<file path="config.mk">
export PLATFORM = sky130hd
export DESIGN_NAME = swpi_mul
export DESIGN_NICKNAME = d
export VERILOG_FILES = /design/src/rtl/swpi_pkg.sv /design/src/rtl/swpi_mul.sv
export SDC_FILE = /design/constraint.sdc
export NUM_CORES = 2
export LEC_CHECK = 0
export ABC_AREA = 1
export BUFFER_PORTS_ARGS = -buffer_cell sky130_fd_sc_hd__buf_2
export CORE_ASPECT_RATIO = 0.75
export CORE_MARGIN = 4
export CORE_UTILIZATION = 66
export DETAILED_ROUTE_END_ITERATION = 10
export PLACE_DENSITY = 0.88
export SLEW_MARGIN = 10
export SYNTH_ARGS = -nofsm -noshare
export SYNTH_HDL_FRONTEND = slang
export SYNTH_SLANG_ARGS = --single-unit
</file>
<file path="constraint.sdc">
create_clock -name clk -period 8.83 [get_ports clk]
set_input_delay 2.2075 -clock clk [delete_from_list [all_inputs] [get_ports clk]]
set_output_delay 2.2075 -clock clk [all_outputs]
set_load 0.01 [all_outputs]
</file>
<file path="src/rtl/swpi_pkg.sv">
// Shared constants for the wall panel crossing core.
`timescale 1ns / 1ps
package swpi_pkg;
	localparam int COORD_BITS_DEF = 24;
	localparam int COORD_BITS_MIN = 16;
	localparam int COORD_BITS_MAX = 48;
endpackage

</file>
<file path="src/rtl/swpi_mul.sv">
// Two-stage signed multiplier, operand b split into a low and a high half.
`timescale 1ns / 1ps
module swpi_mul #(
	parameter int WA = 25,
	parameter int WB = 25
) (
	input  logic                      clk,
	input  logic                      en,
	input  logic signed [WA-1:0]      a,
	input  logic signed [WB-1:0]      b,
	output logic signed [WA+WB-1:0]   p
);
	import swpi_pkg::*;

	localparam int LO = WB / 2;
	localparam int HI = WB - LO;

	logic signed [LO:0]         b_lo;
	logic signed [HI-1:0]       b_hi;
	logic signed [WA+LO:0]      pl_s1;
	logic signed [WA+HI-1:0]    ph_s1;
	logic signed [WA+WB-1:0]    plx;
	logic signed [WA+WB-1:0]    phx;
	logic signed [WA+WB-1:0]    p_s2;

	assign b_lo = $signed({1'b0, b[LO-1:0]});
	assign b_hi = $signed(b[WB-1:LO]);

	always_ff @(posedge clk) begin
		if (en) begin
			pl_s1 <= a * b_lo;
			ph_s1 <= a * b_hi;
		end
	end

	assign plx = $signed({{(HI-1){pl_s1[WA+LO]}}, pl_s1});
	assign phx = $signed({ph_s1, {LO{1'b0}}});

	always_ff @(posedge clk) begin
		if (en) begin
			p_s2 <= phx + plx;
		end
	end

	assign p = p_s2;
endmodule
</file>
* Word level (Yosys, flattened, before mapping)
Index checks and enable logic that the tools add are counted.
Word-level totals: output and inout port bits 50, register bits 126, input port bits 52
Cells by class: add/sub/neg operators 1, $mul 2
Operators by type and width (count):
- $mul A25 B13 Y38 | 2
- $add A50 B38 Y50 | 1

* Logic depth before layout (Yosys ltp)
word-level depth 1, gate-level depth with buffers 26, depth with buffers taken out 24

* Least setup slack after synthesis
No wires, ideal clock.
path type in2reg, start input port a[24], end register ph_s1[34], data pin, slack 1.647 ns, arrival 6.931 ns, stages on the path 21, buffers on the path 2, path through clkbuf_1 -> clkbuf_1 -> nand2_1 -> fa_1 -> fa_1 -> inv_1 -> fa_1 -> inv_1 -> fa_1 -> fa_1 -> inv_1 -> ha_1 -> ha_1 -> inv_1 -> o21ai_0 -> a31oi_1 -> nand2_1 -> a21oi_1 -> nand2_1 -> nand2_1 -> nand2_1
On the way: longest elaborated chain between the ends 1
RTL lines:
- from (decl) | line swpi_mul.sv:9 | input logic signed [WA-1:0] a,
- $mul A25 B13 Y38 | line swpi_mul.sv:32 | ph_s1 <= a * b_hi;
- to (signal assigned) | line swpi_mul.sv:32
- to (decl) | line swpi_mul.sv:21 | logic signed [WA+HI-1:0] ph_s1;
No other way between the ends. A chain may end at the register's enable or synchronous reset.

* Final worst setup path
start input port b[1], end register pl_s1[37], data pin
On the way: longest elaborated chain between the ends 1
RTL lines:
- from (decl) | line swpi_mul.sv:10 | input logic signed [WB-1:0] b,
- $mul A25 B13 Y38 | line swpi_mul.sv:31 | pl_s1 <= a * b_lo;
- to (signal assigned) | line swpi_mul.sv:31
- to (decl) | line swpi_mul.sv:20 | logic signed [WA+LO:0] pl_s1;
No other way between the ends.

==> results_dict.tcl <==
set metrics [dict create \
    synth_nets 4797 \
    async_flop_share 0 \
    root_buffer "clkbuf_16" \
    rsz0062_at_grt "no" \
    grt_antenna_before_repair 1 \
    drt.antenna.violating_nets 0 \
    cts.sinks 126 \
    viasPerCell 5.51 \
    synth_top_cell_area_share 0.374 \
    drc 0 \
    grt_usage 0.345 \
    fmax_ghz 0.135 \
    die_y_um 193 \
    port_buffers 101 \
    grt_remaining_overflow 0 \
    setup_slack_ps 1420 \
    finClkSkew_ps 20.7 \
    avgSynthCellArea_um2 7.59 \
    drive_above_1_share 0.0460 \
    start_util 0.671 \
    htree_levels 4 \
    routabilityCongestion 0.993 \
    die-area_um2 49100 \
    grt_start_max_net_pins 78 \
    core-area_um2 44800 \
    numCtsBuffers 17 \
    worstPathRequired_ps 9040 \
    die_w_um 255 \
    clk_pin_slew_ps 70 \
    synth_area_leaders "fa_1 (37%), nand2_1 (16%), inv_1 (14%)" \
    ctsHoldBuffers 0 \
    ys_ff_latch 126 \
    synthTopCellsByCount "nand2_1 (1247), inv_1 (1089), fa_1 (563)" \
    wirelength_mm 79.9 \
    dp_hpwl_mm 63.5 \
    cp_max_fo 17 \
    synth_edf_count 126 \
    boundaryPins 102 \
    status "completed" \
    ys_warn_count 0 \
    ctsLongestPathBuffers 2 \
    setup_viol 0 \
    yosys_most_used_dff "edfxtp_1" \
    grt_pass1_vias 26200 \
    pre_cts_ws_ps 1060 \
    start_kind "input port" \
    cts_tree "yes" \
    drv_cap 0 \
    drt-wirelength-per-cell_um 17.6 \
    crit_path_end_kind "register" \
    slew_violations 0 \
    slew_headroom 0.293 \
    synth_area_um2 30100 \
    setup-tns-final_ps 0 \
    yosysMostFrequentCell "nand2_1" \
    cts-resized-gates 0 \
    hp-class "register to register" \
    hold_viol 0 \
    rows 67 \
    worst_slew_pin_slew_ps 1060 \
    vias 25000 \
    synth_largest_area_cell "fa_1" \
    insertion_delay_ps 460 \
    syn2layout_area_growth_pct 4.38 \
    grt_pass1_wl_mm 133 \
    syn_inst 3969 \
    dr.pass1.iters 6 \
    drtIter0Drc 2737 \
    synth_cell_types 31 \
    min_period_over_period 0.840 \
    worstSetupPathType "input port to register" \
    synth_seq_area_share 0.126 \
    cp.arrival_ps 7620 \
    cts_setup_buffers 0 \
    nets 4771 \
    finalCriticalPeriod_ps 7410 \
]
flip-flops by register name, summed over array words and instances, names as in the netlist:
name,count
p,50
pl_s1,38
ph_s1,38
cell families (layout without fill, tap and decap cells):
logic type / after synthesis / in the layout / share of synthesized area
adders and majority gates: 776 / 776 / 0.463
DFF: 126 / 126 / 0.126
buffers and inverters: 1242 / 1229 / 0.155
AOI/OAI and AO/OA: 160 / 160 / 0.0285
and+or+nand+nor: 1610 / 1610 / 0.212
other: 0 / 1 / 0
xor gates and xnor gates: 55 / 55 / 0.0160
layout by cell type (no fill, tap or decap), types with 2 or more instances in the layout:
cell type     n
nand3b_1      2
inv_2         4
o21bai_1     11
edfxtp_1    126
a31oi_1       2
buf_2       100
fa_1        563
clkinv_4      5
or2_2         4
xnor2_1       8
inv_1      1089
xor2_1       47
nand2_1    1247
nand4_1      18
nor3_2        7
a21oi_1      94
buf_4         4
ha_1        213
nor4_1        3
nor3_1        6
nand2_2      15
nor2_2       10
bufinv_16     3
a21o_1        4
nand3_1      98
nand3_2       4
o21ai_0      47
clkbuf_16    17
inv_6         3
nor2_1      193
area by class of cell:
cell class	count	area (µm²)
Multi-Input combinational cell	2601	21700
Fill cell	3488	13400
Inverter	1093	4100
Sequential cell	126	3780
Tap cell	586	733
Timing Repair Buffer	104	531
Clock buffer	18	429
Clock inverter	14	184
Antenna cell	1	2.50
worst max-delay path, stage by stage:
cell and delay [ps]:
buf_2 440, nand2_1 230, fa_1 570, inv_1 70
fa_1 730, inv_1 170, fa_1 520, inv_1 60
fa_1 540, inv_1 60, fa_1 490, inv_1 40
ha_1 390, nand2_1 100, nor2_1 230, nand2_1 140
nor2_1 220, nand3_1 190, nand4_1 140, nand2_1 60
layer usage:
layer / part of all wire / GRT usage / vias up
met5: 0 / 0 / -
met4: 0.032 / 0.107 / 0
met3: 0.13 / 0.0794 / 198
met2: 0.43 / 0.526 / 1583
met1: 0.41 / 0.499 / 11900
li1: - / - / 11300
per-stage QoR:
step	instance area (µm²)	std cells	util	hold slack, ps
floorplan	30100	3969	-	400
global placement	30800	4510	0.687	401
detailed placement	30800	4510	0.687	407
CTS	31400	4542	0.701	409
global route	31400	4543	0.701	416
finish	31400	4543	0.701	408
worst paths after layout:
check / start / endpoint / slack [ps] / cells past startpoint
worst max-delay path: b[1] / pl_s1[37] / 1420 / 20
worst min-delay path: pl_s1[9] / p[9] / 410 / 0
worst max register to register: pl_s1[12] / p[36] / 6160 / 13
worst min register to register: pl_s1[9] / p[9] / 410 / 0
Power is left out: the tool's default activity adds up to more than one toggle a clock period on the data nets, which glitch-free logic cannot reach.
